[config.mk]
export PLATFORM = sky130hd
export DESIGN_NAME = pdb_csr
export DESIGN_NICKNAME = d
export VERILOG_FILES = /design/src/pdb_pkg.sv /design/src/pdb_csr.sv
export SDC_FILE = /design/constraint.sdc
export NUM_CORES = 1
export LEC_CHECK = 0
export BUFFER_PORTS_ARGS = -buffer_cell sky130_fd_sc_hd__buf_2
export CORE_MARGIN = 1.5
export CORE_UTILIZATION = 50
export DETAILED_ROUTE_END_ITERATION = 10
export PLACE_DENSITY = 0.69
export SYNTH_ARGS = -nofsm -noshare
export SYNTH_HDL_FRONTEND = slang
export SYNTH_SLANG_ARGS = --single-unit
[constraint.sdc]
create_clock -name clock -period 8.6 [get_ports clock]
set_input_delay 0.86 -clock clock [delete_from_list [all_inputs] [get_ports clock]]
set_output_delay 0.86 -clock clock [all_outputs]
set_load 0.02 [all_outputs]
[src/pdb_pkg.sv]
// ----------------------------------------------------------------------------
// pdb_pkg: shared definitions for the pixel doubler blit
// Field widths, operation and mode codes, register indexes and the structs
// passed between the pipeline stages.
// ----------------------------------------------------------------------------
package pdb_pkg;

   localparam int PALETTE_DEPTH_DEF = 256;
   localparam int ADDRESS_BITS_DEF  = 32;

   localparam int PIXEL_BITS   = 16;
   localparam int INDEX_BITS   = 8;
   localparam int WORD_BITS    = 32;
   localparam int PITCH_BITS   = 16;
   localparam int SIZE_BITS    = 12;
   localparam int OFFSET_BITS  = 16;
   localparam int SHIFTS_BITS  = 15;
   localparam int CSR_IDX_BITS = 3;
   localparam int ELEM_BITS    = 3;

   // Operation carried by an input item.
   typedef enum logic {
      OP_PALETTE = 1'b0,
      OP_PIXEL   = 1'b1
   } op_type;

   // Pixel conversion modes.
   typedef enum logic [1:0] {
      MODE_PAL32  = 2'd0,
      MODE_PAL16  = 2'd1,
      MODE_RGB555 = 2'd2,
      MODE_RAW16  = 2'd3
   } mode_type;

   // Configuration register indexes.
   typedef enum logic [CSR_IDX_BITS-1:0] {
      CSR_PIXEL_MODE     = 3'd0,
      CSR_SURFACE_BASE   = 3'd1,
      CSR_DEST_PITCH     = 3'd2,
      CSR_FRAME_WIDTH    = 3'd3,
      CSR_FRAME_HEIGHT   = 3'd4,
      CSR_TOP_OFFSET     = 3'd5,
      CSR_LEFT_OFFSET    = 3'd6,
      CSR_CHANNEL_SHIFTS = 3'd7
   } csr_index_type;

   // Order of the four writes of a 2x2 block. Bit 0 adds the pitch,
   // bit 1 adds the element size.
   localparam logic [1:0] BEAT_TOP_LEFT     = 2'd0;
   localparam logic [1:0] BEAT_BOTTOM_LEFT  = 2'd1;
   localparam logic [1:0] BEAT_TOP_RIGHT    = 2'd2;
   localparam logic [1:0] BEAT_BOTTOM_RIGHT = 2'd3;

   localparam logic [ELEM_BITS-1:0] ELEM_WIDE   = 3'd4;
   localparam logic [ELEM_BITS-1:0] ELEM_NARROW = 3'd2;

   // Configuration seen by the pixel stage.
   typedef struct packed {
      mode_type                pixel_mode;
      logic [PITCH_BITS-1:0]   dest_pitch;
      logic [SIZE_BITS-1:0]    frame_width;
      logic [SIZE_BITS-1:0]    frame_height;
      logic [SHIFTS_BITS-1:0]  channel_shifts;
   } cfg_type;

   // A converted pixel handed from the pixel stage to the write emitter.
   typedef struct packed {
      logic                    load;
      logic [WORD_BITS-1:0]    data;
      logic [PITCH_BITS-1:0]   pitch_step;
      logic [ELEM_BITS-1:0]    elem_size;
      logic                    end_of_frame;
   } pix_type;

endpackage

[src/pdb_csr.sv]
// ----------------------------------------------------------------------------
// pdb_csr: configuration registers
// Holds the registers and keeps a registered copy of the frame start address.
// ----------------------------------------------------------------------------
module pdb_csr #(
   parameter int ADDRESS_BITS = pdb_pkg::ADDRESS_BITS_DEF
) (
   input  logic                                clock,
   input  logic                                reset,
   input  logic                                csr_valid,
   output logic                                csr_ready,
   input  logic [pdb_pkg::CSR_IDX_BITS-1:0]    csr_index,
   input  logic [pdb_pkg::WORD_BITS-1:0]       csr_data,
   output pdb_pkg::cfg_type                    cfg,
   output logic [ADDRESS_BITS-1:0]             start_addr
);

   pdb_pkg::mode_type                    pixel_mode_ff;
   logic [pdb_pkg::WORD_BITS-1:0]        surface_base_ff;
   logic [pdb_pkg::PITCH_BITS-1:0]       dest_pitch_ff;
   logic [pdb_pkg::SIZE_BITS-1:0]        frame_width_ff;
   logic [pdb_pkg::SIZE_BITS-1:0]        frame_height_ff;
   logic [pdb_pkg::OFFSET_BITS-1:0]      top_offset_ff;
   logic [pdb_pkg::OFFSET_BITS-1:0]      left_offset_ff;
   logic [pdb_pkg::SHIFTS_BITS-1:0]      channel_shifts_ff;

   logic [ADDRESS_BITS-1:0] start_ff;
   logic [ADDRESS_BITS-1:0] start_in;
   logic [ADDRESS_BITS-1:0] top_diff;
   logic [ADDRESS_BITS-1:0] left_diff;
   logic [ADDRESS_BITS-1:0] row_bytes;
   logic [ADDRESS_BITS-1:0] col_bytes;
   logic                    wide;

   assign csr_ready = 1'b1;

   always_ff @(posedge clock) begin
      if (reset) begin
         pixel_mode_ff     <= pdb_pkg::MODE_PAL32;
         surface_base_ff   <= '0;
         dest_pitch_ff     <= '0;
         frame_width_ff    <= pdb_pkg::SIZE_BITS'(1);
         frame_height_ff   <= pdb_pkg::SIZE_BITS'(1);
         top_offset_ff     <= '0;
         left_offset_ff    <= '0;
         channel_shifts_ff <= '0;
      end else if (csr_valid) begin
         case (pdb_pkg::csr_index_type'(csr_index))
            pdb_pkg::CSR_PIXEL_MODE:
               pixel_mode_ff <= pdb_pkg::mode_type'(csr_data[1:0]);
            pdb_pkg::CSR_SURFACE_BASE:   surface_base_ff   <= csr_data;
            pdb_pkg::CSR_DEST_PITCH:     dest_pitch_ff     <= csr_data[15:0];
            pdb_pkg::CSR_FRAME_WIDTH:    frame_width_ff    <= csr_data[11:0];
            pdb_pkg::CSR_FRAME_HEIGHT:   frame_height_ff   <= csr_data[11:0];
            pdb_pkg::CSR_TOP_OFFSET:     top_offset_ff     <= csr_data[15:0];
            pdb_pkg::CSR_LEFT_OFFSET:    left_offset_ff    <= csr_data[15:0];
            pdb_pkg::CSR_CHANNEL_SHIFTS: channel_shifts_ff <= csr_data[14:0];
            default: ;
         endcase
      end
   end

   // Start address: base + (top - height/2) * pitch + (left - width/2) * size.
   always_comb begin
      wide      = (pixel_mode_ff == pdb_pkg::MODE_PAL32) ||
                  (pixel_mode_ff == pdb_pkg::MODE_RGB555);
      top_diff  = ADDRESS_BITS'(top_offset_ff) - ADDRESS_BITS'(frame_height_ff >> 1);
      left_diff = ADDRESS_BITS'(left_offset_ff) - ADDRESS_BITS'(frame_width_ff >> 1);
      row_bytes = ADDRESS_BITS'(top_diff * ADDRESS_BITS'(dest_pitch_ff));
      col_bytes = wide ? (left_diff << 2) : (left_diff << 1);
      start_in  = ADDRESS_BITS'(surface_base_ff) + row_bytes + col_bytes;
   end

   always_ff @(posedge clock) begin
      start_ff <= start_in;
   end

   assign start_addr         = start_ff;
   assign cfg.pixel_mode     = pixel_mode_ff;
   assign cfg.dest_pitch     = dest_pitch_ff;
   assign cfg.frame_width    = frame_width_ff;
   assign cfg.frame_height   = frame_height_ff;
   assign cfg.channel_shifts = channel_shifts_ff;

endmodule

## Word-level counts from Yosys, hierarchy flattened

Index checks and enable logic that the tools add are counted.

- Memories: 0
- Bits in latches: 0
- Bits in registers: 153
- Memory bits (read-only): 0
- Bits in writable memories: 0

- Divide/modulo/power cells: 0
- Bitwise gates (word level): 0
- Muxes and demuxes: 1
- $mul: 1
- Eq/ne operators: 8
- Shift-type cells: 0
- Reductions and logical operators: 11
- $lt $le $gt $ge: 0
- Add/subtract/negate cells: 4

Operators by type and width:

| kind | count |
|---|---|
| 32-bit adder | 2 |
| 16-bit by 11-bit subtractor with 17-bit output | 2 |
| 17-bit by 17-bit multiplier with 32-bit output | 1 |
| 18-bit two-way mux | 1 |
| 2-bit AND reduction | 8 |
| 3-bit == test (second input constant) | 4 |
| 3-bit by 2-bit == test with 1-bit output (second input constant) | 2 |
| 3-bit by 1-bit == test with 1-bit output (second input constant) | 1 |
| 3-bit logical NOT | 1 |
| 2-bit == test (second input constant) | 1 |
| 2-bit logical NOT | 1 |
| 1-bit logical OR | 1 |

## Longest topological paths before layout

Gate-level depths: netlist of run 1.

- Depth in word-level cells: 4
- Depth in mapped cells: 34
- Depth with buffers taken out: 32

## Worst setup path after synthesis of run 1

OpenSTA, ideal clock, no wires.

- Kind: register to register
- Start point: register frame_height_ff[3] in the netlist's numbering
- End point: register start_ff[30], in the netlist start_addr[30]
- Setup slack: 0.785 ns
- Period minus slack after synthesis: 7.815 ns
- Cell stages (with the launch flop): 31
- Data arrival time: 7.695 ns
- Cells stage by stage: dfxtp_1 inv_1 ha_1 nor2b_1 o21ai_1 a21boi_1 o211ai_1 a21boi_1 o21a_1 clkbuf_1 nor3_1 clkbuf_1 nand2_1 fa_1 fa_1 fa_1 inv_1 fa_1 fa_1 inv_1 fa_1 inv_1 ha_1 a21o_1 a311oi_1 o21bai_1 a21o_1 a21o_1 a21oi_1 o21ai_0 a211o_1

- Cells in the longest elaborated chain, start to end: 4

Ends and longest elaborated chain:

| what | RTL line | source |
|---|---|---|
| start, declared | pdb_csr.sv:22 | `logic [pdb_pkg::SIZE_BITS-1:0] frame_height_ff;` |
| start signal, assigned | pdb_csr.sv:43 | `frame_height_ff <= pdb_pkg::SIZE_BITS'(1);` |
| start signal, assigned | pdb_csr.sv:54 | `pdb_pkg::CSR_FRAME_HEIGHT: frame_height_ff <= csr_data[11:0];` |
| 16-bit by 11-bit subtractor with 17-bit output | pdb_csr.sv:67 | `top_diff = ADDRESS_BITS'(top_offset_ff) - ADDRESS_BITS'(frame_height_ff >> 1);` |
| 17-bit by 17-bit multiplier with 32-bit output | pdb_csr.sv:69 | `row_bytes = ADDRESS_BITS'(top_diff * ADDRESS_BITS'(dest_pitch_ff));` |
| 32-bit adder (2 in a row) | pdb_csr.sv:71 | `start_in = ADDRESS_BITS'(surface_base_ff) + row_bytes + col_bytes;` |
| named net start_in[30] | pdb_csr.sv:28 | `logic [ADDRESS_BITS-1:0] start_in;` |
| end signal, assigned | pdb_csr.sv:75 | `start_ff <= start_in;` |
| end, declared | pdb_csr.sv:27 | `logic [ADDRESS_BITS-1:0] start_ff;` |

The timed path passes the listed nets, and every way through them passes these cells.
A chain may end at the register's enable or synchronous reset.

## Worst setup path after layout of run 1

- Start point: register top_offset_ff[0] in the netlist's numbering
- End point: register start_ff[30], in the netlist start_addr[30]

- Cells in the longest elaborated chain, start to end: 4

Ends and longest elaborated chain:

| what | RTL line | source |
|---|---|---|
| start, declared | pdb_csr.sv:23 | `logic [pdb_pkg::OFFSET_BITS-1:0] top_offset_ff;` |
| start signal, assigned | pdb_csr.sv:55 | `pdb_pkg::CSR_TOP_OFFSET: top_offset_ff <= csr_data[15:0];` |
| 16-bit by 11-bit subtractor with 17-bit output | pdb_csr.sv:67 |  |
| 17-bit by 17-bit multiplier with 32-bit output | pdb_csr.sv:69 |  |
| 32-bit adder (2 in a row) | pdb_csr.sv:71 |  |
| named net start_in[30] | pdb_csr.sv:28 |  |

The timed path passes the listed nets, and every way through them passes these cells.

==> results.json, run 1 <==
{
  "outcome": "completed",
  "final.setup.tns_ns": 0,
  "synthTopCellsByArea": "fa_1 (32%), dfxtp_1 (14%), inv_1 (8.0%)",
  "worstPathMaxFanout": 12,
  "die_h_um": 210,
  "r2r_cells": 31,
  "grt_max_degree": 74,
  "synth_edf_count": 0,
  "drc": 0,
  "critPathArrivalTime_ns": 8.56,
  "grt_pass1_vias": 17600,
  "drive_gt1_share_pct": 9.29,
  "synth_top_area_share_pct": 31.6,
  "initial_core_util_pct": 50.7,
  "instances_no_fill": 3165,
  "io_buffers": 126,
  "fin_hold_ws_ns": 0.453,
  "syn_area_per_cell_um2": 8.21,
  "htree_levels": 4,
  "finalHoldViolations": 0,
  "drt_iter0_drc": 1616,
  "grt_pass1_wl_mm": 95.4,
  "grt_use_total_pct": 28.0,
  "worst_slew_pin_slew_ns": 1.25,
  "cpPeakStageDelay_ns": 0.55,
  "post_cts_buffers": 0,
  "finalCriticalPeriod_ns": 8.21,
  "rsz0062_at_grt": "false",
  "io_pins": 128,
  "fmax_ghz": 0.122,
  "post-place-ws_ns": 0.209,
  "dr.pass1.iters": 7,
  "critPathMostFrequentCell": "fa_1",
  "fin_skew_ns": 0.0253,
  "antenna_cells": 0,
  "core_mm2": 0.0420,
  "synth_cell_types": 68,
  "seq_area_mm2": 0.00307,
  "rr_endpoint": "start_addr[30]",
  "dp.cells": 3134,
  "path_class": "register to register",
  "ys_seq_area_share_pct": 14.4,
  "dieWidth_um": 210,
  "mostFrequentLayoutCells": "inv_1 (450), nand2_1 (363), fa_1 (336), a21oi_1 (156), dfxtp_1 (151)",
  "area_delta_synth_final_pct": 7.82,
  "rows": 75,
  "drv_cap": 0,
  "layout_commonest_cell": "inv_1",
  "setup_ws_ns": 0.390,
  "synth_ff_type": "dfxtp_1",
  "relSlewSlack_pct": 16.4,
  "cts.path.max_buffers": 2,
  "synth_area_mm2": 0.0213,
  "ant_nets": 0,
  "cts.sinks": 153,
  "vdd_drop_max_uv": 123,
  "cts_buffers": 17,
  "syn_inst": 2599,
  "drt_wl_total_mm": 60.0,
  "cts_tree": "built",
  "report.final.slew_viol_count": 0,
  "startpoint": "top_offset_ff[0]",
  "hold_path_class": "register to register",
  "async_flop_share_pct": 0,
  "rrSetupSlack_ns": 0.39,
  "crit_path_end": "start_addr[30]",
  "fillers": 3856,
  "viasPerCell": 5.69,
  "cts_root_buf": "clkbuf_16",
  "fin_nets": 3096,
  "synth_seq_cells": 153,
  "grt.overflow.total": 0,
  "wl_per_cell_um": 19.0,
  "die-area_mm2": 0.0439,
  "yosysWarnings": 0,
  "cp-end-kind": "register",
  "p_leak_nw": 10.5,
  "gp_congestion": 0.927,
  "path_clk_slew_ns": 0.07,
  "r2r-start": "top_offset_ff[0]",
  "powerDensity_mw_per_mm2": 126,
  "cp-start-kind": "register",
  "dp_hpwl_mm": 45.7,
  "setup_viol": 0,
  "hold_start": "channel_shifts_ff[5]",
  "synth_top_cell_by_area": "fa_1",
  "vias": 18000,
  "antenna_found_initial": 0,
  "slowest_stage": "fa_1",
  "syn_nets": 3081,
  "power_w": 0.00289,
  "critPathRequiredTime_ns": 8.95,
  "multiInputGateArea_mm2": 0.0159,
  "clk_latency_ns": 0.48,
  "fin_crit_sh_pct": 95.5
}
[per-stage QoR]
step	utilization [%]	instance area, um2
3_3_place_gp	53.2	22400
6_report	54.7	23000
4_1_cts	54.6	23000
5_1_grt	54.7	23000
3_5_place_dp	53.2	22400
2_1_floorplan	-	21300
[cells by family (layout without fill, tap and decap cells)]
kind of cell	after synthesis	in the layout	synth area share (%)
adders and majority gates	444	444	37.9
AOI/OAI and AO/OA	371	371	11.4
muxes	42	42	2.07
DFF	153	153	14.4
other	1	1	0.0176
and+or+nand+nor	893	893	20.7
buffers and inverters	644	671	11.4
xor gates and xnor gates	51	51	2.16
[metal layers]
metal	up-vias	wire, um	global-route usage [%]
li1	8335	-	-
met1	8867	25700	37.9
met2	682	27800	45.1
met3	119	4410	4.34
met4	0	2040	11.1
met5	-	0	0
[how the worst min path moves through the flow]
stage                                end  depth (start not counted)
finish              channel_shifts_ff[5]                          2
global route        channel_shifts_ff[7]                          2
CTS                 channel_shifts_ff[5]                          2
detailed placement  channel_shifts_ff[5]                          2
global placement    channel_shifts_ff[7]                          2
floorplan              left_offset_ff[0]                          2
[Yosys cell counts (48+ instances only)]
cell type and instances:
fa_1 337, and3_1 48, nand2_1 365, and2_1 83
nand3_1 121, nor3_1 48, clkbuf_1 174, dfxtp_1 153
a21oi_1 156, nand2b_1 69, nor2_1 52, inv_1 452
ha_1 107
[final cells by class]
class | instances | area share [%]
inverters | 454 | 7.43
clock buffers | 18 | 1.91
well taps | 539 | 2.93
repair buffers | 186 | 4.76
multi-input cells | 1802 | 69.0
flip-flops and latches | 153 | 13.3
clock inverters | 13 | 0.609
[sequential cells by signal, indices dropped and copies added (netlist names)]
register,flops
channel_shifts_ff,15
dest_pitch_ff,16
frame_height_ff,12
frame_width_ff,12
left_offset_ff,16
pixel_mode_ff,2
start_addr,32
surface_base_ff,32
top_offset_ff,16
[power by group]
group          leakage, nW  internal, W  switching (W)
sequential            1.25     0.000786      0.0000273
clock                0.288     0.000414       0.000368
combinational         8.93     0.000476       0.000820
total                 10.5      0.00168        0.00122
[critical path, delay by kind of cell (launching register included)]
kind	cells	cell delay (ns)
AO/OA/AOI/OAI	13	2.62
adder cells (fa/ha/maj)	9	4.00
buffers and inverters	6	0.66
flip-flops	1	0.37
AND/OR/NAND/NOR	3	0.45
[timing repair]
| item | CTS | global route |
|---|---|---|
| endpoints found under the setup margin | 0 | 8 |
| gates resized for setup | 0 | 12 |
| hold buffers | 0 | 0 |
Note: power is estimated with default switching activity, not from simulation.
==> run 2, diff against run 1 <==
--- a/config.mk
+++ b/config.mk
@@ -5,6 +5,7 @@
 export SDC_FILE = /design/constraint.sdc
 export NUM_CORES = 1
 export LEC_CHECK = 0
+export ABC_AREA = 1
 export BUFFER_PORTS_ARGS = -buffer_cell sky130_fd_sc_hd__buf_2
 export CORE_MARGIN = 1.5
 export CORE_UTILIZATION = 50
==> results.json, run 2 <==
{
  "synth_ff_type": "dfxtp_1",
  "yosysWarnings": 0,
  "grt_max_degree": 122,
  "cp-start-kind": "register",
  "vdd_drop_max_uv": 149,
  "fmax_ghz": 0.130,
  "cts_buffers": 17,
  "core_mm2": 0.0357,
  "rsz0062_at_grt": "false",
  "grt_use_total_pct": 27.2,
  "critPathRequiredTime_ns": 8.94,
  "layout_commonest_cell": "inv_1",
  "violations": "DRC",
  "worst_slew_pin_slew_ns": 1.04,
  "wl_met3_mm": 3.63,
  "outcome": "complete, but fails checks",
  "syn_nets": 2722,
  "syn_inst": 2240,
  "grt.overflow.total": 0,
  "initial_core_util_pct": 51.1,
  "synth_top_area_share_pct": 37.0,
  "io_buffers": 126,
  "syn_area_per_cell_um2": 8.15,
  "fin_nets": 2813,
  "synth_top_cell_by_area": "fa_1",
  "async_flop_share_pct": 0,
  "powerDensity_mw_per_mm2": 211,
  "dr.pass1.iters": 8,
  "critPathArrivalTime_ns": 8.05,
  "relSlewSlack_pct": 30.6,
  "cts.sinks": 153,
  "htree_levels": 4,
  "fillers": 3389,
  "wl_met1_mm": 21.5,
  "wl_met2_mm": 22.3,
  "setup_viol": 0,
  "final.setup.tns_ns": 0,
  "synthTopCellsByArea": "fa_1 (37%), dfxtp_1 (17%), inv_1 (11%)",
  "drv_cap": 0,
  "dieWidth_um": 194,
  "report.final.slew_viol_count": 0,
  "path_clk_slew_ns": 0.07,
  "antenna_found_initial": 0,
  "gp_congestion": 0.894,
  "drc": 2,
  "drive_gt1_share_pct": 9.17,
  "clk_latency_ns": 0.46,
  "die_h_um": 194,
  "routed.top_layer": "met4",
  "synth_common_cells": "inv_1 (530), fa_1 (337), nor2_1 (318)",
  "synth_area_mm2": 0.0182,
  "cts_root_buf": "clkbuf_16",
  "synth_edf_count": 0,
  "grt_pass1_vias": 15200,
  "area_delta_synth_final_pct": 8.87,
  "viasPerCell": 5.18,
  "grt_pass1_wl_mm": 80.2,
  "finalHoldViolations": 0,
  "cts.path.max_buffers": 2,
  "cpPeakStageDelay_ns": 0.65,
  "instances_no_fill": 2805,
  "mostFrequentLayoutCells": "inv_1 (529), fa_1 (337), nor2_1 (317), nand2_1 (276), dfxtp_1 (153)",
  "drt_iter0_drc": 1018,
  "placed_area_mm2": 0.0193,
  "drt_wl_total_mm": 48.8,
  "die-area_mm2": 0.0376,
  "rows": 69,
  "fin_skew_ns": 0.0140,
  "hold_path_class": "register to register",
  "wl_per_cell_um": 17.4,
  "vias": 14500,
  "dp_hpwl_mm": 39.8,
  "cts_tree": "built",
  "p_leak_nw": 10.3,
  "slowest_stage": "nor2_1",
  "antenna_cells": 0,
  "ys_seq_area_share_pct": 16.8,
  "ant_nets": 0,
  "worstPathMaxFanout": 13,
  "fin_area_mm2": 0.0199,
  "finalCriticalPeriod_ns": 7.71,
  "synth_cell_types": 46,
  "dp.cells": 2773,
  "fin_crit_sh_pct": 89.6,
  "synth.most_common_cell": "inv_1",
  "synth_seq_cells": 153,
  "cp-end-kind": "register",
  "io_pins": 128,
  "path_class": "register to register"
}
[run 2: cell count changes in the layout (fill, tap and decap cells not counted), moves of 54 or more]
cell      before  now
o21ai_0       14  144
a21oi_1      156  102
and2_1        82    0
nand2_1      363  276
nand2b_1      69    0
nand3_1      121   65
inv_1        450  529
nor2_1        51  317
[run 2: worst paths after layout]
path                      start            endpoint  slack (ns)  cells past startpoint
max reg2reg  frame_height_ff[6]      start_addr[31]        0.89                     27
max          frame_height_ff[6]      start_addr[31]        0.89                     27
min reg2reg  frame_height_ff[0]  frame_height_ff[0]        0.46                      2
min          frame_height_ff[0]  frame_height_ff[0]        0.46                      2
[run 2: where the power goes]
part	switching [W]	internal, W
clock network	0.000360	0.000428
logic	0.00166	0.000886
registers	0.0000416	0.000821
total	0.00206	0.00213
[run 2: metal layers]
metal  vias up  GRT usage [%]
met1      7105           36.7
met5         -              0
li1       6844              -
met2       508           44.1
met4         0           9.11
met3        79           5.41
[run 2: critical path, delay by kind of cell, from the launching register on]
family / cells / cell delay (ns)
fa+ha+maj: 8 / 3.81
compound gates: 7 / 1.29
simple gates: 6 / 1.37
buf+inv: 6 / 0.77
flops: 1 / 0.33
[run 2: cells by family after synthesis]
family / synth area share [%]
AO/OA/AOI/OAI: 8.01
XOR/XNOR: 2.12
adder cells (fa/ha/maj): 44.3
buffers and inverters: 12.5
flip-flops: 16.8
other: 0.0206
AND/OR/NAND/NOR: 16.2
[run 2: area by class of cell]
type	count	area [um2]	area share [%]
inverters	543	2040	10.3
multi-input cells	1483	12900	64.9
well taps	461	577	2.90
repair buffers	133	683	3.44
clock buffers	19	453	2.28
clock inverters	13	148	0.743
flip-flops and latches	153	3060	15.4
[run 2: through the flow]
step / hold slack, ns / setup slack, ns / util (%) / power (W)
2_1_floorplan: 0.433 / 1.59 / - / 0.00271
3_3_place_gp: 0.437 / 0.860 / 53.9 / 0.00335
3_5_place_dp: 0.442 / 0.588 / 53.9 / 0.00341
4_1_cts: 0.461 / 0.559 / 55.6 / 0.00421
5_1_grt: 0.491 / 0.270 / 55.6 / 0.00459
6_report: 0.459 / 0.893 / 55.6 / 0.00420
[run 2: repair_timing]
| item | CTS | global route |
|---|---|---|
| buffers inserted | 0 | 0 |
| hold buffers | 0 | 0 |
| endpoints found under the setup margin | 0 | 4 |
| gates resized for setup | 0 | 1 |
