[src/pdb_pkg.sv]
// ----------------------------------------------------------------------------
// pdb_pkg: shared definitions for the pixel doubler blit
// Field widths, operation and mode codes, register indexes and the structs
// passed between the pipeline stages.
// ----------------------------------------------------------------------------
package pdb_pkg;

   localparam int PALETTE_DEPTH_DEF = 256;
   localparam int ADDRESS_BITS_DEF  = 32;

   localparam int PIXEL_BITS   = 16;
   localparam int INDEX_BITS   = 8;
   localparam int WORD_BITS    = 32;
   localparam int PITCH_BITS   = 16;
   localparam int SIZE_BITS    = 12;
   localparam int OFFSET_BITS  = 16;
   localparam int SHIFTS_BITS  = 15;
   localparam int CSR_IDX_BITS = 3;
   localparam int ELEM_BITS    = 3;

   // Operation carried by an input item.
   typedef enum logic {
      OP_PALETTE = 1'b0,
      OP_PIXEL   = 1'b1
   } op_type;

   // Pixel conversion modes.
   typedef enum logic [1:0] {
      MODE_PAL32  = 2'd0,
      MODE_PAL16  = 2'd1,
      MODE_RGB555 = 2'd2,
      MODE_RAW16  = 2'd3
   } mode_type;

   // Configuration register indexes.
   typedef enum logic [CSR_IDX_BITS-1:0] {
      CSR_PIXEL_MODE     = 3'd0,
      CSR_SURFACE_BASE   = 3'd1,
      CSR_DEST_PITCH     = 3'd2,
      CSR_FRAME_WIDTH    = 3'd3,
      CSR_FRAME_HEIGHT   = 3'd4,
      CSR_TOP_OFFSET     = 3'd5,
      CSR_LEFT_OFFSET    = 3'd6,
      CSR_CHANNEL_SHIFTS = 3'd7
   } csr_index_type;

   // Order of the four writes of a 2x2 block. Bit 0 adds the pitch,
   // bit 1 adds the element size.
   localparam logic [1:0] BEAT_TOP_LEFT     = 2'd0;
   localparam logic [1:0] BEAT_BOTTOM_LEFT  = 2'd1;
   localparam logic [1:0] BEAT_TOP_RIGHT    = 2'd2;
   localparam logic [1:0] BEAT_BOTTOM_RIGHT = 2'd3;

   localparam logic [ELEM_BITS-1:0] ELEM_WIDE   = 3'd4;
   localparam logic [ELEM_BITS-1:0] ELEM_NARROW = 3'd2;

   // Configuration seen by the pixel stage.
   typedef struct packed {
      mode_type                pixel_mode;
      logic [PITCH_BITS-1:0]   dest_pitch;
      logic [SIZE_BITS-1:0]    frame_width;
      logic [SIZE_BITS-1:0]    frame_height;
      logic [SHIFTS_BITS-1:0]  channel_shifts;
   } cfg_type;

   // A converted pixel handed from the pixel stage to the write emitter.
   typedef struct packed {
      logic                    load;
      logic [WORD_BITS-1:0]    data;
      logic [PITCH_BITS-1:0]   pitch_step;
      logic [ELEM_BITS-1:0]    elem_size;
      logic                    end_of_frame;
   } pix_type;

endpackage

[src/pdb_emit.sv]
// ----------------------------------------------------------------------------
// pdb_emit: write emitter
// Holds one converted pixel; sends its 2x2 block writes one per ready cycle.
// ----------------------------------------------------------------------------
module pdb_emit #(
   parameter int ADDRESS_BITS = pdb_pkg::ADDRESS_BITS_DEF
) (
   input  logic                                clock,
   input  logic                                reset,
   input  pdb_pkg::pix_type                    pix,
   input  logic [ADDRESS_BITS-1:0]             pix_addr,
   output logic                                emit_free,
   output logic                                rsp_valid,
   input  logic                                rsp_ready,
   output logic [pdb_pkg::WORD_BITS-1:0]       rsp_write_address,
   output logic [pdb_pkg::WORD_BITS-1:0]       rsp_write_data,
   output logic                                rsp_last_of_pixel,
   output logic                                rsp_end_of_frame
);

   logic                    busy_ff, busy_in;
   logic [1:0]              beat_ff, beat_in;
   logic [ADDRESS_BITS-1:0] addr_ff;
   pdb_pkg::pix_type        pix_ff;
   logic                    taken;
   logic [ADDRESS_BITS-1:0] beat_addr;

   assign taken     = busy_ff && rsp_ready;
   assign emit_free = !busy_ff || (rsp_ready && (beat_ff == pdb_pkg::BEAT_BOTTOM_RIGHT));

   always_comb begin
      busy_in = busy_ff;
      beat_in = beat_ff;
      if (taken) begin
         if (beat_ff == pdb_pkg::BEAT_BOTTOM_RIGHT) begin
            busy_in = 1'b0;
         end else begin
            beat_in = beat_ff + 2'd1;
         end
      end
      if (pix.load) begin
         busy_in = 1'b1;
         beat_in = pdb_pkg::BEAT_TOP_LEFT;
      end
   end

   always_ff @(posedge clock) begin
      if (reset) begin
         busy_ff <= 1'b0;
         beat_ff <= pdb_pkg::BEAT_TOP_LEFT;
      end else begin
         busy_ff <= busy_in;
         beat_ff <= beat_in;
      end
   end

   always_ff @(posedge clock) begin
      if (pix.load) begin
         addr_ff <= pix_addr;
         pix_ff  <= pix;
      end
   end

   // Beat bit 0 steps down a row, bit 1 steps right one element.
   assign beat_addr = addr_ff
                    + (beat_ff[0] ? ADDRESS_BITS'(pix_ff.pitch_step) : '0)
                    + (beat_ff[1] ? ADDRESS_BITS'(pix_ff.elem_size) : '0);

   assign rsp_valid         = busy_ff;
   assign rsp_write_address = pdb_pkg::WORD_BITS'(beat_addr);
   assign rsp_write_data    = pix_ff.data;
   assign rsp_last_of_pixel = (beat_ff == pdb_pkg::BEAT_BOTTOM_RIGHT);
   assign rsp_end_of_frame  = pix_ff.end_of_frame;

`ifndef SYNTH
   // A new pixel is loaded only when the previous block is done.
   a_load_when_free: assert property (@(posedge clock) disable iff (reset)
      pix.load |-> emit_free)
      else $error("pixel loaded over a block still in progress");

   // A loaded pixel starts at the top-left write.
   a_load_starts_block: assert property (@(posedge clock) disable iff (reset)
      pix.load |=> (busy_ff && (beat_ff == pdb_pkg::BEAT_TOP_LEFT)))
      else $error("block did not start at the top-left write");

   // Accepted writes other than the last advance the beat by one.
   a_beat_advances: assert property (@(posedge clock) disable iff (reset)
      (taken && (beat_ff != pdb_pkg::BEAT_BOTTOM_RIGHT)) |=>
         (beat_ff == $past(beat_ff) + 2'd1))
      else $error("write order skipped or repeated a beat");
`endif

endmodule

[config.mk]
export PLATFORM = sky130hd
export DESIGN_NAME = pdb_emit
export DESIGN_NICKNAME = d
export VERILOG_FILES = /design/src/pdb_pkg.sv /design/src/pdb_emit.sv
export SDC_FILE = /design/constraint.sdc
export NUM_CORES = 1
export LEC_CHECK = 0
export BUFFER_PORTS_ARGS = -buffer_cell sky130_fd_sc_hd__buf_2
export CORE_MARGIN = 1
export CORE_UTILIZATION = 48
export CTS_CLUSTER_SIZE = 16
export DETAILED_ROUTE_END_ITERATION = 10
export PLACE_DENSITY = 0.8
export SETUP_SLACK_MARGIN = 0.02
export SLEW_MARGIN = 5
export SYNTH_ARGS = -nofsm -noshare
export SYNTH_HDL_FRONTEND = slang
export SYNTH_SLANG_ARGS = --single-unit
[constraint.sdc]
create_clock -name clock -period 5.2 [get_ports clock]
set_input_delay 1.04 -clock clock [delete_from_list [all_inputs] [get_ports clock]]
set_output_delay 1.04 -clock clock [all_outputs]
set_load 0.01 [all_outputs]
* Yosys cells after proc, flatten, opt, wreduce, memory -nomap -nowiden *
Cells that the tools add are included.

storage, ports and cells
  flip-flop bits (word level) = 87
  logic and storage cells = 26

cells by class
  equality and inequality tests = 1
  add/subtract/negate cells = 3
  bitwise gates (word level) = 1
  reduce and logical (&&, ||, !) cells = 9
  multiplexer cells = 5

operators by type and width
  operator                                     number
  adder 32 x 16 -> 32 bit                      1
  adder 32 x 3 -> 32 bit                       1
  2-to-1 mux 16 bit                            1
  AND reduction 2 bit                          2
  nonzero test 2 bit                           2
  2-to-1 mux 1 bit                             3
  2-to-1 mux 3 bit                             1
  adder 2 x 1 -> 2 bit, second input constant  1
  == test 2 bit, second input constant         1
  logical AND 1 bit                            2
  OR reduction 2 bit                           1
  zero test 1 bit                              1
  logical OR 1 bit                             1
  NOT 1 bit                                    1

* Longest topological paths before layout *
Gate-level depths: netlist of run 1.

  depth in word-level cells = 4
  gate-level depth with buffers = 12

* Worst setup path after synthesis of run 1 *
No wires, ideal clock.

  path kind = reg2out
  start point = reg beat_ff[0]
  end point = out rsp_write_address[15] in the netlist's numbering
  slack = 1.335 ns
  data arrival time = 2.825 ns
  required time = 4.160 ns
  path buffers = 0
  stages on the path, launching flop included = 11
  path through = dfxtp_1 -> and2_1 -> fa_1 -> ha_1 -> fa_1 -> a21o_1 -> a221oi_2 -> and3_4 -> nor2_2 -> a31oi_2 -> xnor2_1

between the ends
  cells in the longest elaborated chain, start to end = 3

RTL lines
  element                  RTL line        RTL
  from (decl)              pdb_emit.sv:22  logic [1:0] beat_ff, beat_in;
  from (signal assigned)   pdb_emit.sv:50  beat_ff <= pdb_pkg::BEAT_TOP_LEFT;
  from (signal assigned)   pdb_emit.sv:53  beat_ff <= beat_in;
  2-to-1 mux 16 bit        pdb_emit.sv:66  + (beat_ff[0] ? ADDRESS_BITS'(pix_ff.pitch_step) : '0)
  adder 32 x 16 -> 32 bit  pdb_emit.sv:66
  adder 32 x 3 -> 32 bit   pdb_emit.sv:67  + (beat_ff[1] ? ADDRESS_BITS'(pix_ff.elem_size) : '0);
  to (decl)                pdb_emit.sv:15  output logic [pdb_pkg::WORD_BITS-1:0] rsp_write_address,

Every way passes these cells.

* Final worst setup path of run 1 *
  start point = reg beat_ff[0]
  end point = out rsp_write_address[29] in the netlist's numbering

The elaborated chain is that of the path after synthesis.

==> results of run 1 <==
worst max path at each step:
stage          startpoint                     to  slack, ps
6_report       beat_ff[0]  rsp_write_address[29]        340
5_1_grt        beat_ff[0]  rsp_write_address[29]         30
4_1_cts        beat_ff[0]  rsp_write_address[29]        320
3_5_place_dp   beat_ff[0]  rsp_write_address[29]        690
3_3_place_gp   beat_ff[0]  rsp_write_address[21]        820
2_1_floorplan  beat_ff[0]  rsp_write_address[15]       1330
area by class of cell:
class / count / area [sq um] / share of cell area
clock inverters: 6 / 92.59 / 0.01733
flip-flops and latches: 87 / 2582 / 0.4833
repair buffers: 155 / 778.2 / 0.1456
multi-input cells: 208 / 1594 / 0.2983
well taps: 108 / 135.1 / 0.02529
clock buffers: 10 / 127.6 / 0.02388
inverters: 9 / 33.78 / 0.006322
cell usage after synthesis, types with 3 or more instances:
cell,count,area (sq um)
nand4_1,4,25.02
o21ai_1,5,25.02
fa_1,4,80.08
mux2i_1,4,40.04
o221ai_1,3,26.28
nor3_1,3,15.01
o21ai_0,3,15.01
nand3_1,11,55.05
a21oi_1,21,105.1
and3_1,7,43.79
clkbuf_1,5,18.77
nand2_1,19,71.32
edfxtp_1,84,2522
xnor2_1,19,166.4
buf_4,32,240.2
a21o_1,4,30.03
o21bai_1,3,22.52
inv_1,9,33.78
xor2_1,9,78.83
dfxtp_1,3,60.06
and2_1,17,106.4
nor2_1,17,63.81
ha_1,30,375.4
report_power, final:
group / switching (uW) / internal (uW) / total [uW]
Combinational: 116 / 93.0 / 209
Sequential: 23.2 / 829 / 852
Clock: 244 / 274 / 519
Total: 383 / 1200 / 1580
layer usage:
| metal | part of all wire | up-vias |
|---|---|---|
| li1 | - | 1479 |
| met1 | 0.41 | 1405 |
| met2 | 0.52 | 105 |
| met3 | 0.059 | 13 |
| met4 | 0.017 | 0 |
| met5 | 0 | - |
flip-flops by register name, indices dropped and copies added (netlist names):
| signal | count |
|---|---|
| addr_ff | 32 |
| rsp_write_data | 32 |
| pix_ff | 19 |
| beat_ff | 2 |
| rsp_end_of_frame | 1 |
| rsp_valid | 1 |
stage by stage:
| step | util | instance area (sq um) | instances | hold slack [ps] |
|---|---|---|---|---|
| after floorplan | - | 4474 | 342 | 531.3 |
| after CTS | 0.6010 | 5344 | 583 | 545.9 |
| final | 0.6010 | 5344 | 583 | 543.2 |
| after global routing | 0.6010 | 5344 | 583 | 578.1 |
| after detailed placement | 0.5763 | 5124 | 567 | 530.1 |
| after global placement | 0.5763 | 5124 | 567 | 510.9 |
cell families (layout without fill, tap and decap cells):
logic type	after synthesis	count (layout)	synth area share
AOI/OAI and AO/OA	52	52	0.08445
xor gates and xnor gates	28	28	0.05481
adders and majority gates	34	34	0.1018
buffers and inverters	47	180	0.06655
DFF	87	87	0.5772
muxes	4	4	0.008949
and+or+nand+nor	90	90	0.1063
critical path, cell delays in order, from the launching register on:
cell and delay (ps):
dfxtp_1 650, and2_1 230, fa_1 430, ha_1 250
fa_1 410, a21o_1 220, a221oi_2 420, nor4_2 110
o221ai_1 320, a21oi_1 140, xor2_1 150, buf_2 160
==> results by group, run 1 <==
GRT
  • Global-route wire length before repair: 14000 microns
  • GRT Util Overall: 0.1840
  • Initial antenna violation count: 0
  • Remaining global-route overflow: 0
  • M1 GR Usage: 0.2074
  • Number of global-route vias before repair: 3098
  • Met2 Use GR: 0.3310
  • Most crowded layer after global routing: met2
  • Largest net degree at the start of global routing: 88
  • Met3 Use GR: 0.04894

Setup path
  • Worst EP required: 4160 ps
  • RR Endpoint: beat_ff[1]
  • Startpoint Class: register
  • Reg2Reg Depth: 4
  • CP endpoint kind: output pin
  • Reg-to-reg slack, setup: 3710 ps
  • Worst r2r src: beat_ff[0]
  • Arrival time at the worst endpoint: 3820 ps
  • Crit path max fanout: 18
  • Worst Setup Path Type: reg2out

Floorplanning
  • I/O pin total: 156
  • FP Rows: 34
  • Initial Utilization: 0.5032
  • Die Area: 9711 sq um
  • Die Ht: 98.55 microns
  • Core ar.: 8891 sq um
  • Die Span X: 98.55 microns

Pwr
  • Total chip power: 1579 uW
  • Peak VDD IR: 184.2 uV
  • Leakage: 0.002355 uW
  • PD cells: 295.5 nW/um^2

Cells and area
  • Filler Cell Count: 711
  • Layout area overhead: 19.44%
  • Most frequent cells in the layout: buf_2 (154), edfxtp_1 (84), ha_1 (30), a21oi_1 (21)
  • Ratio of cells with drive above 1 in the final layout: 0.3811
  • Commonest non-fill, non-tap cell in the layout: buf_2
  • Final nets: 592
  • N_diodes: 0

Worst hold path
  • Min-delay src: rsp_valid
  • HP Class: reg2reg
  • Hold path depth: 2
  • Hold Path Sink: rsp_valid

Timing
  • Slew Limit Fails: 0
  • Worst Skew: 10.93 ps
  • Final Hold Fails: 0
  • Final worst path period need: 4856 ps
  • Final period util: 0.9339
  • Rel. slew slack: 0.2868
  • FMAX: 205.9 MHz
  • TNS Setup: 0 ps
  • Final setup margin: 343.7 ps
  • RSZ-0062 raised after global routing: false
  • Final setup violation count: 0
  • Slew @ Worst Pin: 1070 ps

Yosys
  • Seq/Total Area, Yosys: 0.5772
  • Unique masters post-synth: 46
  • Predominant post-synthesis flop cell: edfxtp_1
  • Syn Std Cell Area: 4474 sq um
  • Register bit total from synthesis: 87
  • Synthesized area per cell: 13.08 sq um
  • Syn Inst Count: 342
  • Post-synth EDFFs: 84
  • FFs w/ async S/R, synth: 0
  • Net count after synthesis: 464
  • Yosys warning total: 0

Clock network
  • CTS Sinks: 87
  • Worst-skew pair later-pin latency: 340 ps
  • CTS Hold Bufs: 0
  • Clock root cell: clkbuf_8
  • Post-CTS Resized: 0
  • CTS clk-pin slew, worst paths: 90 ps
  • CTS tree: yes
  • Postcts setup bufs: 0
  • Clk buf depth: 2
  • CTS Buf Count: 9
  • H-tree depth: 3

Flow run
  • Max_cap viols: 0

Place
  • Port-buffer cells: 155
  • Setup WS pre-CTS: 693.7 ps
  • Final GP Congestion: 0.8544
  • DP HPWL: 6687 microns

Run status
  • Violated checks: design-rule violations
  • Status: complete, but fails checks

Route
  • Antenna-violating nets left: 0
  • Routed WL: 8702 microns
  • Initial DRC count: 118
  • Drt pass-1 iters: 7
  • Via count: 3002
  • Vias per cell: 5.149
  • Post-route DRC: 4
  • Average wire per standard cell: 14.93 microns
No activity file was read; power rests on OpenSTA's default activity.
==> run 2, diff against run 1 <==
- MAX_ROUTING_LAYER: unset -> met4
==> results by group, run 2 (synthesis results as in run 1) <==
Run status
  • Status: complete, but fails checks
  • Violated checks: design-rule violations

Route
  • Post-route DRC: 3 (-1)
  • Routed WL: 8700 microns (about the same)
  • Antenna-violating nets left: 0 (unchanged)
  • Average wire per standard cell: 14.92 microns (about the same)
  • Vias per cell: 5.173 (+0.47%)
  • Initial DRC count: 108 (-8.5%)
  • Via count: 3016 (+0.47%)
  • Drt pass-1 iters: 9 (+2)

Setup path
  • Slowest CP cell: dfxtp_1
  • Worst path buffer plus inverter count: 1 (unchanged)
  • Crit-path leading delay family: compound AO/OA/AOI/OAI gates
  • Worst path max stage delay: 650 ps (about the same)
  • Crit path max fanout: 18 (unchanged)
  • Most used cell along the critical path: fa_1
  • Worst path depth: 11 (unchanged)
  • Arrival time at the worst endpoint: 3820 ps (about the same)
  • Ordered cell list for the critical path: and2_1 > fa_1 > ha_1 > fa_1 > a21o_1 > a221oi_2 > nor4_2 > o221ai_1 > a21oi_1 > xor2_1 > buf_2
  • Reg2Reg Depth: 4 (unchanged)
  • Worst EP required: 4160 ps (about the same)
  • Reg-to-reg slack, setup: 3710 ps (about the same)
  • CP endpoint kind: output pin
  • Worst Setup Path Type: reg2out
  • Startpoint Class: register

Timing
  • TNS Setup: 0 ps (unchanged)
  • FMAX: 205.8 MHz (about the same)
  • Final period util: 0.9346 (about the same)
  • Worst Skew: 10.18 ps (-0.7489 ps)
  • Final Hold Fails: 0 (unchanged)
  • Final worst path period need: 4860 ps (+3.663 ps)
  • Slew @ Worst Pin: 1068 ps (-1.391 ps)
  • RSZ-0062 raised after global routing: false
  • Slew Limit Fails: 0 (unchanged)
  • Final setup violation count: 0 (unchanged)
  • Rel. slew slack: 0.2877 (+0.0009270)

Place
  • DP HPWL: 6687 microns (unchanged)
  • Final GP Congestion: 0.8680 (+1.6%)
  • Post-DP Area: 5124 sq um (unchanged)
  • Port-buffer cells: 155 (unchanged)

Cells and area
  • Commonest non-fill, non-tap cell in the layout: buf_2
  • Filler Cell Count: 711 (unchanged)
  • Utilization after layout: 0.6010 (unchanged)
  • Design Area, Final: 5344 sq um (unchanged)
  • Layout area overhead: 19.44% (unchanged)
  • N_diodes: 0 (unchanged)
  • FF/Latch Area: 2582 sq um (unchanged)
  • Area of the multi-input gates: 1594 sq um (unchanged)
  • Ratio of cells with drive above 1 in the final layout: 0.3811 (unchanged)
  • Final nets: 592 (unchanged)
  • Most frequent cells in the layout: buf_2 (154), edfxtp_1 (84), ha_1 (30), a21oi_1 (21)

Floorplanning
  • Core ar.: 8891 sq um (unchanged)
  • Die Area: 9711 sq um (unchanged)
  • Initial Utilization: 0.5032 (unchanged)
  • Die Ht: 98.55 microns (unchanged)
  • FP Rows: 34 (unchanged)
  • Die Span X: 98.55 microns (unchanged)
  • I/O pin total: 156 (unchanged)

GRT
  • Number of global-route vias before repair: 3096 (-0.065%)
  • GRT Util Overall: 0.1898 (+0.005747)
  • Global-route wire length before repair: 13990 microns (-0.10%)
  • Initial antenna violation count: 0 (unchanged)
  • Remaining global-route overflow: 0 (unchanged)
  • Largest net degree at the start of global routing: 88 (unchanged)

Clock network
  • CTS Sinks: 87 (unchanged)
  • CTS Buf Count: 9 (unchanged)
  • CTS Hold Bufs: 0 (unchanged)
  • Postcts setup bufs: 0 (unchanged)
  • Worst-skew pair later-pin latency: 340 ps (about the same)
  • Clk buf depth: 2 (unchanged)
  • CTS clk-pin slew, worst paths: 90 ps (about the same)
  • H-tree depth: 3 (unchanged)
  • CTS tree: yes
  • Post-CTS Resized: 0 (unchanged)
  • Clock root cell: clkbuf_8

Pwr
  • Leakage: 0.002355 uW (unchanged)
  • PD cells: 295.7 nW/um^2 (about the same)
  • Total chip power: 1580 uW (about the same)
  • Peak VDD IR: 185.7 uV (+0.80%)

Worst hold path
  • HP Class: reg2reg
  • Hold path depth: 2 (unchanged)

Flow run
  • Max_cap viols: 0 (unchanged)
## run 2: cell counts in the layout (fill, tap and decap cells not counted)
Identical to the previous run, type by type.
## run 2: final timing paths
| check | endpoint | startpoint |
|---|---|---|
| setup / recovery | rsp_write_address[29] | beat_ff[0] |
| hold / removal | rsp_valid | rsp_valid |
| setup reg to reg | beat_ff[1] | beat_ff[0] |
| hold reg to reg | rsp_valid | rsp_valid |
## run 2: layout make-up
class,instances,share of cell area
sequential,87,0.4833
tap,108,0.02529
clock inverter,6,0.01733
multi-input combinational,208,0.2983
inverter,9,0.006322
timing repair buffer,155,0.1456
clock buffer,10,0.02388
## run 2: per-stage QoR
step | cells | hold WS (ps) | worst slack, ps
after floorplan | 342 | 531.3 | 1335
after global placement | 567 | 510.9 | 817.0
after detailed placement | 567 | 530.1 | 693.7
after CTS | 583 | 545.9 | 320.5
after global routing | 583 | 578.1 | 26.95
final | 583 | 543.0 | 340.0
## run 2: worst min-delay path, stage by stage (launching register included)
cell and delay, ps:
dfxtp_1 340, a21oi_1 120, nor2_1 40
## run 2: power breakdown
part | switching, uW | internal, uW | total [uW] | leakage, uW
Combinational | 116 | 93.0 | 209 | 0.00140
Clock | 245 | 274 | 519 | 0.000104
Sequential | 23.3 | 829 | 852 | 0.000847
Total | 384 | 1200 | 1580 | 0.00235
## run 2: metal layers
metal  routed length [microns]  track usage
met5                         0            -
met4                       167      0.07577
met2                      4441       0.3321
met3                       431      0.03972
met1                      3660       0.2126
==> run 3, diff against run 2 <==
- RECOVER_POWER: unset -> 100
- SLEW_MARGIN: 5 -> 20
==> results by group, run 3 (synthesis results as in run 1) <==
Run status
  • Status: complete, but fails checks
  • Violated checks: design-rule violations, max-capacitance violations, max-slew violations

Timing
  • Worst Skew: 11.49 ps (+1.312 ps)
  • Final setup violation count: 0 (unchanged)
  • Slew Limit Fails: 88 (+88)
  • Rel. slew slack: -0.4047 (-0.6924)
  • FMAX: 205.6 MHz (-0.10%)
  • Slew @ Worst Pin: 2107 ps (+1039 ps)
  • Final period util: 0.9356 (+0.0009648)
  • Hold_ws: 545.0 ps (+2.028 ps)
  • Final setup margin: 335.0 ps (-5.017 ps)
  • Final Hold Fails: 0 (unchanged)
  • TNS Setup: 0 ps (unchanged)
  • Final worst path period need: 4865 ps (+5.017 ps)
  • RSZ-0062 raised after global routing: false

Place
  • Post-DP Area: 5124 sq um (unchanged)
  • DP HPWL: 6687 microns (unchanged)
  • Final GP Congestion: 0.8680 (unchanged)
  • Setup WS pre-CTS: 693.7 ps (unchanged)
  • Port-buffer cells: 155 (unchanged)

Pwr
  • Peak VDD IR: 186.0 uV (+0.21%)
  • Leakage: 0.002194 uW (-6.8%)
  • PD cells: 299.7 nW/um^2 (+1.4%)

Clock network
  • CTS Buf Count: 9 (unchanged)
  • CTS tree: yes
  • Clock root cell: clkbuf_8
  • Worst-skew pair later-pin latency: 340 ps (about the same)
  • H-tree depth: 3 (unchanged)
  • Post-CTS Resized: 0 (unchanged)
  • CTS Hold Bufs: 0 (unchanged)
  • CTS Sinks: 87 (unchanged)
  • Postcts setup bufs: 0 (unchanged)
  • CTS clk-pin slew, worst paths: 90 ps (about the same)
  • Clk buf depth: 2 (unchanged)

Cells and area
  • Most frequent cells in the layout: buf_2 (98), edfxtp_1 (84), clkbuf_1 (56), ha_1 (30), a21oi_1 (21)
  • Design Area, Final: 5241 sq um (-1.9%)
  • Commonest non-fill, non-tap cell in the layout: buf_2
  • Ratio of cells with drive above 1 in the final layout: 0.2568 (-0.1242)
  • Utilization after layout: 0.5895 (-0.01154)
  • Final nets: 592 (unchanged)
  • FF/Latch Area: 2582 sq um (unchanged)
  • N_diodes: 0 (unchanged)
  • Layout area overhead: 17.14%
  • Filler Cell Count: 749 (+5.3%)
  • Area of the multi-input gates: 1563 sq um (-2.0%)

Setup path
  • Worst path max stage delay: 660 ps (about the same)
  • Arrival time at the worst endpoint: 3820 ps (about the same)
  • Crit path max fanout: 18 (unchanged)
  • Startpoint Class: register
  • CP endpoint kind: output pin
  • Most used cell along the critical path: fa_1
  • Slowest CP cell: dfxtp_1
  • Worst Setup Path Type: reg2out
  • Worst EP required: 4160 ps (about the same)
  • Ordered cell list for the critical path: and2_1 > fa_1 > ha_1 > fa_1 > a21o_1 > a221oi_2 > nor4_1 > o221ai_1 > a21oi_1 > xor2_1 > clkbuf_2
  • Crit-path leading delay family: adder cells
  • Worst path buffer plus inverter count: 1 (unchanged)

Flow run
  • Max_cap viols: 1 (+1)

Floorplanning
  • Initial Utilization: 0.5032 (unchanged)
  • Die Area: 9711 sq um (unchanged)
  • FP Rows: 34 (unchanged)
  • Die Span X: 98.55 microns (unchanged)
  • I/O pin total: 156 (unchanged)
  • Core ar.: 8891 sq um (unchanged)
  • Die Ht: 98.55 microns (unchanged)

Route
  • Initial DRC count: 98 (-9.3%)
  • Highest metal layer with signal wires: met4
  • Routed WL: 8697 microns (about the same)
  • Vias per cell: 5.220 (+0.90%)
  • Antenna-violating nets left: 0 (unchanged)
  • Drt pass-1 iters: 7 (-2)
  • Via count: 3043 (+0.90%)
  • Average wire per standard cell: 14.92 microns (about the same)
  • Met2 WL post-DR: 4464 microns (+0.52%)
  • Metal3 WL: 464 microns (+7.7%)
  • Post-route DRC: 4 (+1)
  • WL met1: 3588 microns (-2.0%)

GRT
  • GRT Util Overall: 0.1898 (unchanged)
  • Number of global-route vias before repair: 3096 (unchanged)
  • Remaining global-route overflow: 0 (unchanged)
  • Initial antenna violation count: 0 (unchanged)
  • Largest net degree at the start of global routing: 88 (unchanged)
  • Global-route wire length before repair: 13990 microns (unchanged)

Worst hold path
  • HP Class: reg2reg
## run 3: cell types whose count changed in the layout (fill, tap and decap cells not counted), moves of 2 or more
cell      previous run  this run
and2_0               0         2
and2_1              17        15
buf_2              154        98
clkbuf_1             1        56
clkbuf_2             0         2
o21ai_0              3         5
o21ai_1              5         3
## run 3: where the power goes
group	switching [uW]	internal, uW	total (uW)
logic	115	82.6	197
clock network	245	274	519
registers	23.8	830	854
## run 3: tightest hold or removal path, delay by kind of cell (launching register included)
| kind | cells | cell delay (ps) |
|---|---|---|
| and+or+nand+nor | 1 | 40 |
| DFF | 1 | 340 |
| AOI/OAI and AO/OA | 1 | 120 |
## run 3: final cells by class
cell class,instances,area share
Tap cell,108,0.02578
Clock buffer,10,0.02435
Multi-Input combinational cell,208,0.2982
Clock inverter,6,0.01767
Inverter,9,0.006445
Sequential cell,87,0.4927
Timing Repair Buffer,155,0.1349
## run 3: path summary, 6_finish.rpt
kind                                  from                     to  slack, ps  depth (start not counted)
worst max-delay path            beat_ff[0]  rsp_write_address[29]        340                         11
worst min-delay path             rsp_valid              rsp_valid        550                          2
worst max register to register  beat_ff[0]             beat_ff[1]       3650                          4
worst min register to register   rsp_valid              rsp_valid        550                          2
## run 3: metal layers
layer / track usage / up-vias
met4: 0.07577 / 0
met1: 0.2126 / 1430
met5: - / -
met2: 0.3321 / 117
met3: 0.03972 / 17
li1: - / 1479
## run 3: metrics by stage
step                      power, uW  instances
after floorplan               992.6        342
after detailed placement       1078        567
after global placement         1072        567
after global routing           1633        583
after CTS                      1594        583
final                          1571        583
